--- src/design/sts_pkg.sv ---
package sts_pkg;

    localparam int CODE_W    = 3;
    localparam int TIME_W    = 32;
    localparam int RIDX_W    = 3;
    localparam int COUNT_W   = 4;
    localparam int NUM_CODES = 6;
    localparam int CFG_IDX_W = 4;

    // opcodes of the input transaction
    localparam logic [1:0] OP_INIT   = 2'd0;
    localparam logic [1:0] OP_UPDATE = 2'd1;
    localparam logic [1:0] OP_CLEAR  = 2'd2;

    // configuration register indexes
    localparam logic [CFG_IDX_W-1:0] CFG_STEERING    = 4'd0;
    localparam logic [CFG_IDX_W-1:0] CFG_CURRENT     = 4'd1;
    localparam logic [CFG_IDX_W-1:0] CFG_TEMPERATURE = 4'd2;
    localparam logic [CFG_IDX_W-1:0] CFG_WHEEL       = 4'd3;

    // error log entry codes, also the order of the self-test checks
    localparam logic [CODE_W-1:0] CODE_EMPTY    = 3'd0;
    localparam logic [CODE_W-1:0] CODE_PEDAL    = 3'd1;
    localparam logic [CODE_W-1:0] CODE_STEERING = 3'd2;
    localparam logic [CODE_W-1:0] CODE_CURRENT  = 3'd3;
    localparam logic [CODE_W-1:0] CODE_TEMP     = 3'd4;
    localparam logic [CODE_W-1:0] CODE_WHEELS   = 3'd5;
    localparam logic [CODE_W-1:0] CODE_RELAYS   = 3'd6;

    typedef enum logic [2:0] {
        MS_OFF      = 3'd0,
        MS_PRECHECK = 3'd1,
        MS_READY    = 3'd2,
        MS_RUN      = 3'd3,
        MS_ERROR    = 3'd4
    } mstate_t;

    typedef enum logic [1:0] {
        SEQ_IDLE,
        SEQ_CHECK,
        SEQ_FINISH
    } seq_state_t;

    typedef struct packed {
        logic [1:0]        opcode;
        logic              pedal_ready;
        logic              steering_ready;
        logic              current_ready;
        logic              temperature_ready;
        logic              wheels_ready;
        logic              relays_ready;
        logic [TIME_W-1:0] now_ms;
        logic [RIDX_W-1:0] read_index;
    } in_t;

    typedef struct packed {
        logic [2:0]         machine_state;
        logic               power_disable;
        logic               health_ok;
        logic               steering_healthy;
        logic               current_healthy;
        logic               temperature_healthy;
        logic               wheels_healthy;
        logic [COUNT_W-1:0] log_count;
        logic [CODE_W-1:0]  entry_code;
        logic [TIME_W-1:0]  entry_time;
    } out_t;

    // command from the sequencer to the error log
    typedef struct packed {
        logic              ins;
        logic              clr;
        logic [CODE_W-1:0] code;
        logic [TIME_W-1:0] stamp;
    } log_cmd_t;

endpackage

--- src/design/self_test_supervisor_error_log.sv ---
// channel   direction  handshake            payload
// s_        in         s_valid / s_ready    s_data   (in_t)
// m_        out        m_valid / m_ready    m_data   (out_t)
// cfg_      in         cfg_valid / cfg_ready cfg_index, cfg_data
//
// an update in precheck goes through accept, six check steps (at most one
// log insert per cycle through the shared log unit), then the result load
// other transactions go through accept, then the result load
// synchronous active-low reset: state off, log empty, all checks enabled
// s_ready is high only while the sequencer is idle; a result waiting on
// m_ready holds the sequencer in its finish step, not the input side
module self_test_supervisor_error_log
    import sts_pkg::*;
#(
    parameter int LOG_DEPTH = 8
) (
    input  logic                 aclk,
    input  logic                 aresetn,
    input  logic                 s_valid,
    output logic                 s_ready,
    input  in_t                  s_data,
    output logic                 m_valid,
    input  logic                 m_ready,
    output out_t                 m_data,
    input  logic                 cfg_valid,
    output logic                 cfg_ready,
    input  logic [CFG_IDX_W-1:0] cfg_index,
    input  logic                 cfg_data
);

    // sequencer and item registers
    seq_state_t        seq_reg,   seq_next;
    in_t               item_reg,  item_next;
    logic [CODE_W-1:0] chk_reg,   chk_next;
    mstate_t           mstate_reg, mstate_next;

    // self-test outcome flags of the current transaction
    logic ok_reg, ok_next;
    logic s_ok_reg, s_ok_next;
    logic c_ok_reg, c_ok_next;
    logic t_ok_reg, t_ok_next;
    logic w_ok_reg, w_ok_next;

    // check enables
    logic steer_en_reg, steer_en_next;
    logic cur_en_reg,   cur_en_next;
    logic temp_en_reg,  temp_en_next;
    logic wheel_en_reg, wheel_en_next;

    // output register
    logic m_valid_reg, m_valid_next;
    out_t m_data_reg,  m_data_next;

    // log interface
    log_cmd_t           log_cmd;
    logic [COUNT_W-1:0] log_fill;
    logic [CODE_W-1:0]  log_code;
    logic [TIME_W-1:0]  log_time;
    logic               fail;
    logic               pdis;

    sts_log #(
        .LOG_DEPTH (LOG_DEPTH)
    ) u_log (
        .aclk     (aclk),
        .aresetn  (aresetn),
        .cmd      (log_cmd),
        .rd_index (item_reg.read_index),
        .fill     (log_fill),
        .rd_code  (log_code),
        .rd_time  (log_time)
    );

    assign s_ready   = (seq_reg == SEQ_IDLE);
    assign cfg_ready = 1'b1;
    assign m_valid   = m_valid_reg;
    assign m_data    = m_data_reg;

    // configuration writes, unknown indexes ignored
    always_comb begin
        steer_en_next = steer_en_reg;
        cur_en_next   = cur_en_reg;
        temp_en_next  = temp_en_reg;
        wheel_en_next = wheel_en_reg;
        if (cfg_valid) begin
            unique case (cfg_index)
                CFG_STEERING:    steer_en_next = cfg_data;
                CFG_CURRENT:     cur_en_next   = cfg_data;
                CFG_TEMPERATURE: temp_en_next  = cfg_data;
                CFG_WHEEL:       wheel_en_next = cfg_data;
                default: ;
            endcase
        end
    end

    // sequencer: one check per cycle, each failure is one log insert
    always_comb begin
        seq_next     = seq_reg;
        item_next    = item_reg;
        chk_next     = chk_reg;
        mstate_next  = mstate_reg;
        ok_next      = ok_reg;
        s_ok_next    = s_ok_reg;
        c_ok_next    = c_ok_reg;
        t_ok_next    = t_ok_reg;
        w_ok_next    = w_ok_reg;
        m_valid_next = m_valid_reg && !m_ready;
        m_data_next  = m_data_reg;
        log_cmd      = '0;
        fail         = 1'b0;
        pdis         = 1'b0;

        unique case (seq_reg)
            SEQ_IDLE: begin
                if (s_valid) begin
                    item_next = s_data;
                    chk_next  = CODE_PEDAL;
                    ok_next   = 1'b1;
                    s_ok_next = 1'b1;
                    c_ok_next = 1'b1;
                    t_ok_next = 1'b1;
                    w_ok_next = 1'b1;
                    if (s_data.opcode == OP_UPDATE && mstate_reg == MS_PRECHECK) begin
                        seq_next = SEQ_CHECK;
                    end else begin
                        seq_next = SEQ_FINISH;
                    end
                end
            end

            SEQ_CHECK: begin
                unique case (chk_reg)
                    CODE_PEDAL: fail = !item_reg.pedal_ready;
                    CODE_STEERING: begin
                        fail = steer_en_reg && !item_reg.steering_ready;
                        if (fail) s_ok_next = 1'b0;
                    end
                    CODE_CURRENT: begin
                        fail = cur_en_reg && !item_reg.current_ready;
                        if (fail) c_ok_next = 1'b0;
                    end
                    CODE_TEMP: begin
                        fail = temp_en_reg && !item_reg.temperature_ready;
                        if (fail) t_ok_next = 1'b0;
                    end
                    CODE_WHEELS: begin
                        fail = wheel_en_reg && !item_reg.wheels_ready;
                        if (fail) w_ok_next = 1'b0;
                    end
                    CODE_RELAYS: fail = !item_reg.relays_ready;
                    default: fail = 1'b0;
                endcase
                if (fail) begin
                    ok_next       = 1'b0;
                    log_cmd.ins   = 1'b1;
                    log_cmd.code  = chk_reg;
                    log_cmd.stamp = item_reg.now_ms;
                end
                if (chk_reg == CODE_RELAYS) begin
                    seq_next = SEQ_FINISH;
                end else begin
                    chk_next = chk_reg + 3'd1;
                end
            end

            SEQ_FINISH: begin
                if (!m_valid_reg || m_ready) begin
                    unique case (item_reg.opcode)
                        OP_INIT: mstate_next = MS_PRECHECK;
                        OP_UPDATE: begin
                            unique case (mstate_reg)
                                MS_PRECHECK: mstate_next = ok_reg ? MS_READY : MS_ERROR;
                                MS_READY:    mstate_next = MS_RUN;
                                MS_ERROR:    pdis        = 1'b1;
                                default: ;
                            endcase
                        end
                        OP_CLEAR: log_cmd.clr = 1'b1;
                        default: ;
                    endcase
                    m_data_next.machine_state       = mstate_next;
                    m_data_next.power_disable       = pdis;
                    m_data_next.health_ok           = ok_reg;
                    m_data_next.steering_healthy    = s_ok_reg;
                    m_data_next.current_healthy     = c_ok_reg;
                    m_data_next.temperature_healthy = t_ok_reg;
                    m_data_next.wheels_healthy      = w_ok_reg;
                    // a clear empties the log in this same cycle
                    if (item_reg.opcode == OP_CLEAR) begin
                        m_data_next.log_count  = '0;
                        m_data_next.entry_code = CODE_EMPTY;
                        m_data_next.entry_time = '0;
                    end else begin
                        m_data_next.log_count  = log_fill;
                        m_data_next.entry_code = log_code;
                        m_data_next.entry_time = log_time;
                    end
                    m_valid_next = 1'b1;
                    seq_next     = SEQ_IDLE;
                end
            end

            default: seq_next = SEQ_IDLE;
        endcase
    end

    always_ff @(posedge aclk) begin
        item_reg   <= item_next;
        chk_reg    <= chk_next;
        ok_reg     <= ok_next;
        s_ok_reg   <= s_ok_next;
        c_ok_reg   <= c_ok_next;
        t_ok_reg   <= t_ok_next;
        w_ok_reg   <= w_ok_next;
        m_data_reg <= m_data_next;
        if (!aresetn) begin
            seq_reg      <= SEQ_IDLE;
            mstate_reg   <= MS_OFF;
            m_valid_reg  <= 1'b0;
            steer_en_reg <= 1'b1;
            cur_en_reg   <= 1'b1;
            temp_en_reg  <= 1'b1;
            wheel_en_reg <= 1'b1;
        end else begin
            seq_reg      <= seq_next;
            mstate_reg   <= mstate_next;
            m_valid_reg  <= m_valid_next;
            steer_en_reg <= steer_en_next;
            cur_en_reg   <= cur_en_next;
            temp_en_reg  <= temp_en_next;
            wheel_en_reg <= wheel_en_next;
        end
    end

endmodule

--- src/design/sts_log.sv ---
module sts_log
    import sts_pkg::*;
#(
    parameter int LOG_DEPTH = 8
) (
    input  logic               aclk,
    input  logic               aresetn,
    input  log_cmd_t           cmd,
    input  logic [RIDX_W-1:0]  rd_index,
    output logic [COUNT_W-1:0] fill,
    output logic [CODE_W-1:0]  rd_code,
    output logic [TIME_W-1:0]  rd_time
);

    // entries are distinct codes, so no more than NUM_CODES slots are ever used
    localparam int SLOTS = (LOG_DEPTH < NUM_CODES) ? LOG_DEPTH : NUM_CODES;

    logic [CODE_W-1:0]    code_reg [SLOTS];
    logic [CODE_W-1:0]    code_next[SLOTS];
    logic [TIME_W-1:0]    time_reg [SLOTS];
    logic [TIME_W-1:0]    time_next[SLOTS];
    logic [COUNT_W-1:0]   fill_reg,    fill_next;
    logic [NUM_CODES-1:0] present_reg, present_next;
    logic [CODE_W-1:0]    new_bit;
    logic [CODE_W-1:0]    old_bit;

    assign new_bit = cmd.code - 3'd1;
    assign old_bit = code_reg[0] - 3'd1;

    always_comb begin
        code_next    = code_reg;
        time_next    = time_reg;
        fill_next    = fill_reg;
        present_next = present_reg;
        if (cmd.clr) begin
            fill_next    = '0;
            present_next = '0;
        end else if (cmd.ins && !present_reg[new_bit]) begin
            if (fill_reg < COUNT_W'(SLOTS)) begin
                // append at the fill position
                for (int k = 0; k < SLOTS; k++) begin
                    if (fill_reg == COUNT_W'(k)) begin
                        code_next[k] = cmd.code;
                        time_next[k] = cmd.stamp;
                    end
                end
                fill_next = fill_reg + 4'd1;
            end else begin
                // full: drop the oldest, move the rest down
                for (int k = 1; k < SLOTS; k++) begin
                    code_next[k-1] = code_reg[k];
                    time_next[k-1] = time_reg[k];
                end
                code_next[SLOTS-1]    = cmd.code;
                time_next[SLOTS-1]    = cmd.stamp;
                present_next[old_bit] = 1'b0;
            end
            present_next[new_bit] = 1'b1;
        end
    end

    always_ff @(posedge aclk) begin
        code_reg <= code_next;
        time_reg <= time_next;
        if (!aresetn) begin
            fill_reg    <= '0;
            present_reg <= '0;
        end else begin
            fill_reg    <= fill_next;
            present_reg <= present_next;
        end
    end

    // slots at or beyond the fill count read as empty
    always_comb begin
        rd_code = CODE_EMPTY;
        rd_time = '0;
        for (int k = 0; k < SLOTS; k++) begin
            if (rd_index == RIDX_W'(k) && COUNT_W'(k) < fill_reg) begin
                rd_code = code_reg[k];
                rd_time = time_reg[k];
            end
        end
    end

    assign fill = fill_reg;

endmodule

--- config.mk ---
export PLATFORM = sky130hd
export DESIGN_NAME = self_test_supervisor_error_log
export DESIGN_NICKNAME = d
export VERILOG_FILES = /design/src/design/sts_pkg.sv /design/src/design/self_test_supervisor_error_log.sv /design/src/design/sts_log.sv
export SDC_FILE = /design/constraint.sdc
export NUM_CORES = 1
export LEC_CHECK = 0
export BUFFER_PORTS_ARGS = -buffer_cell sky130_fd_sc_hd__clkbuf_2
export CAP_MARGIN = 20
export CORE_MARGIN = 5
export CORE_UTILIZATION = 50
export CTS_CLUSTER_DIAMETER = 60
export DETAILED_ROUTE_END_ITERATION = 12
export PLACE_DENSITY = 0.72
export SKIP_LAST_GASP = 1
export SYNTH_ARGS = -nofsm -noshare
export SYNTH_HDL_FRONTEND = slang
export SYNTH_HIERARCHICAL = 1
export SYNTH_SLANG_ARGS = --single-unit
export TNS_END_PERCENT = 5
--- constraint.sdc ---
create_clock -name aclk -period 11.4 [get_ports aclk]
set_input_delay 1.71 -clock aclk [delete_from_list [all_inputs] [get_ports aclk]]
set_output_delay 1.71 -clock aclk [all_outputs]
set_load 0.1 [all_outputs]
==> metrics.txt, run 1 <==
status completed; Via-to-Cell Ratio ~5.6; gate count after technology mapping 1,201; setup repair after global routing missed its margin false; total via count in the routed design between 9,000 and 10,000; maximum number of pins on one net before global-route repair 115; count of synthesis-stage warnings from yosys 6; global-route wire length before repair ~50,000 um; CTS root buf sky130_fd_sc_hd__clkbuf_16; final worst path period share around two fifths; Net Switching about 0.54 mW; Fmax achieved 221.2 MHz; initial core utilization 50.85%; synthesized net count ~1,300; final sum of negative setup slack 0 ns; number of unique standard cell types used by synthesis 63; cell internal pwr approximately 1.9 mW; Top FF cell, synth sky130_fd_sc_hd__edfxtp_1; number of flip-flops under the largest register name 192; # Post-CTS Setup Buffers 0; number of synthesized register bits between 300 and 400; TritonCTS clock tree done; number of violations of the max-capacitance limit 0; share of layout cells above drive strength 1 between 15 and 20%; total number of clock tree sinks ~330; number of gates resized after cts 0; IR drop worst, VDD ~0.00012 V; remaining antenna violation count after routing 0; full die area 0.03188 mm2; final net count approximately 1,400; transition time at the pin with the least slew margin ~1.1 ns; top cells by area in the synthesized netlist sky130_fd_sc_hd__edfxtp_1 (65%), sky130_fd_sc_hd__nand2_1 (12%), sky130_fd_sc_hd__a22oi_1 (5.5%); antenna violations before repair 0; number of synthesized flops with an enable pin around 310; core region area about 0.028 mm2; number of max-slew violations in the final report 0; async set-or-reset flop fraction in the synthesized netlist 0%; share of power burned in the clock network 42.0%; startpoint of the most critical register-to-register path seq_reg[0]; class of the most critical setup path reg2reg; Worst Setup Slack, final 6.880 ns; type of element launching the critical path flip-flop; area of placed instances 0.01511 mm2; average cell area after synthesis around 12 um2; insertion delay to the later sink of the worst-skew pair roughly 0.51 ns; final RePlAce weighted congestion between 0.8 and 0.9; Leakage 6.552 nW; setup skew after layout between 0.01 and 0.015 ns; CTS Buf Count 36; final core utilization between 50% and 60%; peak fanout along the critical path 41; GR Util All Layers 20.00%; sequential area share after synthesis between 60% and 70%; count of final hold-check violations 0; dpl hpwl 17,960 um; kind of end point of the critical path flip-flop; Yosys top cell by area sky130_fd_sc_hd__edfxtp_1; Pre-antenna DRT Iters 5; pre-CTS setup slack a little under 7 ns; Area growth, synth to finish 13.98%; remaining global-route overflow 0; WL per Instance approximately 19 um; Critical Path AT between 4 and 5 ns; worst max-slew margin expressed relative to the limit 28.31%; number of remaining DRC errors 0; most frequent cells after synthesis sky130_fd_sc_hd__nand2_1 (436), sky130_fd_sc_hd__edfxtp_1 (309), sky130_fd_sc_hd__a22oi_1 (105), sky130_fd_sc_hd__a21oi_1 (45); worst min-delay path class reg2reg; top-level port count approximately 100; total inserted antenna cells 0; post-synth top area share approximately 65%; die outline height between 150 and 200 um; WP data required around 12 ns; design area ~0.016 mm2; Final Setup Violations 0; violation count after the first detailed-route iteration 1,052; switch share between 20% and 30%; combinational power share under 10%; number of buffers inserted by hold repair at cts 0; pwr dens between 150 and 200 mW/mm2; final period demand of the worst path about 4.5 ns; number of rows created at floorplan 61; CTS H-tree lvls 2; number of global-route vias before repair ~9,400; largest buffer count on any clock path 3; clock-pin slew reported for the worst setup and hold paths after clock tree synthesis 0.05 ns; DIE WIDTH about 180 um; Final Total Pwr 2.479 mW; Hold Startpoint w_ok_reg; Reg power frac between 50% and 60%; number of I/O port buffers approximately 100; total standard cell area after synthesis approximately 0.014 mm2; detailed-route wire length ~32,000 um; cell with the most instances after synthesis sky130_fd_sc_hd__nand2_1; crit path launch seq_reg[0]
critical path: stages (launching register included):
cell and delay, ns:
sky130_fd_sc_hd__dfxtp_1 0.42, sky130_fd_sc_hd__nor2b_4 0.89, sky130_fd_sc_hd__inv_1 0.37, sky130_fd_sc_hd__a211oi_1 0.39, sky130_fd_sc_hd__inv_1 0.10, sky130_fd_sc_hd__ha_1 0.22, sky130_fd_sc_hd__xor2_2 0.29, sky130_fd_sc_hd__mux4_2 0.43
sky130_fd_sc_hd__nand3b_2 0.31, sky130_fd_sc_hd__a21oi_4 0.20, sky130_fd_sc_hd__buf_4 0.50
cell type report:
| type | instances | area, um2 |
|---|---|---|
| clock buffers | 43 | 958.4 |
| clock inverters | 18 | 91.34 |
| fillers | 2296 | 11740 |
| inverters | 19 | 71.32 |
| multi-input cells | 788 | 4252 |
| flip-flops and latches | 329 | 9679 |
| well taps | 378 | 473.0 |
| repair buffers | 120 | 665.6 |
final timing paths:
| check | end | cells after the start | slack (ns) |
|---|---|---|---|
| worst max register to register | u_log/time_reg[52] | 10 | 6.88 |
| worst min-delay path | m_data[39] | 0 | 0.43 |
| worst max-delay path | u_log/time_reg[52] | 10 | 6.88 |
| worst min register to register | m_data[39] | 0 | 0.43 |
kinds of logic after synthesis:
logic type               synth area share [%]
AO/OA/AOI/OAI                           9.671
multiplexers                           0.2995
flip-flops                              68.14
adder cells (fa/ha/maj)                0.9689
XOR/XNOR                               0.1762
buffers and inverters                   2.607
AND/OR/NAND/NOR                         18.11
other                                 0.02640
power by group through the flow:
stage | registers (mW) | clock network, mW | logic [mW]
floorplan | 1.41 | 0 | 0.0291
global placement | 1.36 | 0 | 0.101
detailed placement | 1.36 | 0 | 0.102
CTS | 1.34 | 1.06 | 0.103
global route | 1.34 | 1.12 | 0.107
finish | 1.34 | 1.04 | 0.101
through the flow:
step	instances	hold WS (ns)
after global placement	1633	0.4109
final	1695	0.4260
after detailed placement	1633	0.4137
after floorplan	1201	0.4003
after global routing	1695	0.4267
after CTS	1694	0.4264
placed cells by master (no fill, tap or decap), drive strengths merged, types with 14 or more instances in the layout:
cell type	netlist	routed
a22oi	105	105
dfxtp	20	20
clkinv	0	14
clkbuf	41	145
and2	41	41
inv	19	21
nand2	436	436
a21oi	49	49
edfxtp	309	309
buf	24	18
nand3	38	38
routing by layer:
metal / up-vias / GRT usage (%) / wire, um
met5: - / 0 / 0
met3: 53 / 3.116 / 2221
met4: 0 / 6.908 / 896
li1: 4493 / - / -
met1: 4541 / 27.77 / 13210
met2: 373 / 32.41 / 15190
(Power assumes the default switching activity.)
==> inputs of run 2 (changes only) <==
--- a/config.mk
+++ b/config.mk
@@ -5,6 +5,7 @@
 export SDC_FILE = /design/constraint.sdc
 export NUM_CORES = 1
 export LEC_CHECK = 0
+export ABC_AREA = 1
 export BUFFER_PORTS_ARGS = -buffer_cell sky130_fd_sc_hd__clkbuf_2
 export CAP_MARGIN = 20
 export CORE_MARGIN = 5
==> constraint.sdc (replaced) <==
create_clock -name aclk -period 4.48 [get_ports aclk]
set_input_delay 0.672 -clock aclk [delete_from_list [all_inputs] [get_ports aclk]]
set_output_delay 0.672 -clock aclk [all_outputs]
set_load 0.1 [all_outputs]
==> metrics.txt, run 2 <==
status completed; # Post-CTS Setup Buffers 0 (unchanged); pwr dens 388.3 mW/mm2 (+150%); average cell area after synthesis 9.797 um2 (-17%); DIE WIDTH 180.4 um (+1.0%); count of fill cells added during filler insertion 2,481 (+8.1%); share of power burned in the clock network 41.6% (-0.4 points); Non-Filler Instances 2,005 (+18%); final worst path period share 88.07% (+48 points); insertion delay to the later sink of the worst-skew pair 0.52 ns (about the same); final sum of negative setup slack 0 ns (unchanged); total standard cell area after synthesis 0.01452 mm2 (+2.2%); Final Total Pwr 6.495 mW (+160%); cell with the most instances after synthesis sky130_fd_sc_hd__nand2_1; number of I/O port buffers 102 (unchanged); clock-pin slew reported for the worst setup and hold paths after clock tree synthesis 0.06 ns (about the same); number of global-route vias before repair 10,041 (+6.9%); pre-CTS setup slack 0.1968 ns (-6.694 ns); full die area 0.03255 mm2 (+2.1%); die outline height 180.4 um (+1.0%); core region area 0.02870 mm2 (+2.8%); setup repair after global routing missed its margin false; detailed-route wire length 31,880 um (+1.2%); number of buffers inserted by hold repair at cts 0 (unchanged); number of unique standard cell types used by synthesis 31 (-51%); WP data required 4.65 ns (-6.89 ns); Fmax achieved 253.5 MHz (+15%); number of synthesized register bits 329 (unchanged); kind of end point of the critical path flip-flop; number of synthesized flops with an enable pin 309 (unchanged); class of the most critical setup path reg2reg; dpl hpwl 19,540 um (+8.8%); global-route wire length before repair 52,100 um (+3.3%); remaining global-route overflow 0 (unchanged); count of final hold-check violations 0 (unchanged); number of flip-flops under the largest register name 192 (unchanged); Final Setup Violations 0 (unchanged); Area growth, synth to finish 15.19%; count of synthesis-stage warnings from yosys 6 (unchanged); type of element launching the critical path flip-flop; Yosys top cell by area sky130_fd_sc_hd__edfxtp_1; number of gates resized after cts 0 (unchanged); TritonCTS clock tree done; worst min-delay path class in2reg; setup skew after layout 0.01358 ns (+0.001677 ns); Reg power frac 52.7% (-1.2 points); WL per Instance 15.90 um (-14%); top cells by area in the synthesized netlist sky130_fd_sc_hd__edfxtp_1 (64%), sky130_fd_sc_hd__nand2_1 (14%), sky130_fd_sc_hd__inv_1 (4.8%); total number of clock tree sinks 329 (unchanged); violation count after the first detailed-route iteration 847 (-19%); Top FF cell, synth sky130_fd_sc_hd__edfxtp_1; Via-to-Cell Ratio 5.087 (-8.9%); CTS H-tree lvls 2 (unchanged); post-synth top area share 63.91% (-1.4 points); CTS root buf sky130_fd_sc_hd__clkbuf_16; total via count in the routed design 10,199 (+7.8%); number of rows created at floorplan 62 (+1.6%); number of violations of the max-capacitance limit 0 (unchanged); final net count 1,659 (+22%); Pre-antenna DRT Iters 6 (+1); sequential area share after synthesis 66.67% (-1.5 points); highest-count cells in the layout ignoring fill and taps sky130_fd_sc_hd__nand2_1 (537), sky130_fd_sc_hd__edfxtp_1 (309), sky130_fd_sc_hd__inv_1 (185); synthesized net count 1,546 (+22%); largest buffer count on any clock path 3 (unchanged); share of layout cells above drive strength 1 12.09% (-3.1 points); initial core utilization 50.58% (-0.27 points); IR drop worst, VDD 0.0002769 V (+140%); number of cells in the design after placement 1,938 (+19%); worst max-slew margin expressed relative to the limit 33.00% (+4.7 points); Critical Path AT 4.11 ns (-0.55 ns); Net Switching 1.497 mW (+180%); worst hold slack across all endpoints 0.3238 ns (-0.1022 ns); maximum number of pins on one net before global-route repair 87 (-24%); CTS Buf Count 37 (+2.8%); transition time at the pin with the least slew margin 1.003 ns (-0.07102 ns); remaining antenna violation count after routing 0 (unchanged); Worst Setup Slack, final 0.5346 ns (-6.345 ns); switch share 23.05% (+1.4 points); final period demand of the worst path 3.945 ns (-0.5746 ns); most frequent cells after synthesis sky130_fd_sc_hd__nand2_1 (538), sky130_fd_sc_hd__edfxtp_1 (309), sky130_fd_sc_hd__inv_1 (185), sky130_fd_sc_hd__nor2_1 (175), sky130_fd_sc_hd__o21ai_0 (73); total inserted antenna cells 0 (unchanged); cell internal pwr 4.998 mW (+160%); peak fanout along the critical path 22 (-46%); combinational power share 5.6% (+1.5 points); top-level port count 104 (unchanged); async set-or-reset flop fraction in the synthesized netlist 0% (unchanged); final RePlAce weighted congestion 0.8332 (+2.9%); antenna violations before repair 0 (unchanged); most common library cell in the layout ignoring fill and taps sky130_fd_sc_hd__nand2_1; gate count after technology mapping 1,482 (+23%); number of max-slew violations in the final report 0 (unchanged); number of remaining DRC errors 0 (unchanged); Leakage 7.115 nW (+8.6%); GR Util All Layers 19.52% (-0.48 points)
## run 2: changes by cell type in the layout (fill, tap and decap cells not counted), moves of 7 or more
cell | before | now
sky130_fd_sc_hd__o21ai_1 | 0 | 13
sky130_fd_sc_hd__nor2_1 | 9 | 168
sky130_fd_sc_hd__nand3_1 | 38 | 20
sky130_fd_sc_hd__clkbuf_1 | 5 | 12
sky130_fd_sc_hd__o21ai_0 | 3 | 73
sky130_fd_sc_hd__a21oi_1 | 43 | 19
sky130_fd_sc_hd__a22oi_1 | 105 | 0
sky130_fd_sc_hd__and2_1 | 41 | 0
sky130_fd_sc_hd__nand4_1 | 3 | 40
sky130_fd_sc_hd__nand2_1 | 436 | 537
sky130_fd_sc_hd__inv_1 | 16 | 185
sky130_fd_sc_hd__nand2b_1 | 9 | 0
## run 2: cell families (layout without fill, tap and decap cells)
logic type	Yosys count	after routing	share of synthesized area, %
other	1	1	0.02583
XOR/XNOR	3	3	0.1810
flip-flops	329	329	66.67
AO/OA/AOI/OAI	112	112	3.921
AND/OR/NAND/NOR	787	787	21.70
adder cells (fa/ha/maj)	11	11	0.9479
buffers and inverters	239	378	6.558
## run 2: stage by stage
stage               util [%]  cell area (um2)
floorplan                  -            14520
global placement       54.32            15590
detailed placement     54.32            15590
CTS                    58.09            16670
global route           58.27            16720
finish                 58.27            16720
## run 2: path summary, 6_finish.rpt
kind         cells past startpoint  slack (ns)                  end        from
min reg2reg                      0        0.42           m_data[39]    w_ok_reg
min                              1        0.32          item_reg[8]   s_data[8]
max reg2reg                     19        0.53  u_log/time_reg[119]  chk_reg[1]
max                             19        0.53  u_log/time_reg[119]  chk_reg[1]
## run 2: final cells by class
type / count / area, um2 / area share, %
timing repair buffer: 125 / 778.2 / 4.653
sequential: 329 / 9679 / 57.87
clock inverter: 16 / 108.9 / 0.6509
inverter: 188 / 705.7 / 4.219
clock buffer: 49 / 970.9 / 5.805
tap: 384 / 480.5 / 2.873
multi-input combinational: 914 / 4001 / 23.92
## run 2: power by group through the flow
stage	Sequential, mW	Clock [mW]	Combinational, mW
after floorplan	3.67	0	0.0930
after global placement	3.49	0	0.364
after detailed placement	3.49	0	0.365
after CTS	3.43	2.77	0.366
after global routing	3.43	2.92	0.388
final	3.43	2.70	0.365
## run 2: critical path: stages, from the launching register on
cell and delay (ns):
sky130_fd_sc_hd__edfxtp_1 0.42, sky130_fd_sc_hd__inv_1 0.13, sky130_fd_sc_hd__ha_1 0.18, sky130_fd_sc_hd__nand2_1 0.07
sky130_fd_sc_hd__nor2_1 0.14, sky130_fd_sc_hd__nor2_1 0.06, sky130_fd_sc_hd__nand3_2 0.10, sky130_fd_sc_hd__nand2_1 0.07
sky130_fd_sc_hd__nor2_2 0.29, sky130_fd_sc_hd__inv_1 0.20, sky130_fd_sc_hd__ha_1 0.46, sky130_fd_sc_hd__inv_1 0.10
sky130_fd_sc_hd__nand2_1 0.08, sky130_fd_sc_hd__nand2_1 0.07, sky130_fd_sc_hd__nand2_1 0.08, sky130_fd_sc_hd__nand2_1 0.07
sky130_fd_sc_hd__nor2_2 0.22, sky130_fd_sc_hd__nand2_2 0.27, sky130_fd_sc_hd__a21oi_4 0.20, sky130_fd_sc_hd__buf_4 0.38
## run 2: routing by layer
metal	vias up	share of wire [%]	track usage, %
met4	0	1.8	4.688
li1	5029	-	-
met5	-	0	0
met2	352	47	31.90
met3	46	7.2	3.633
met1	4772	44	27.44
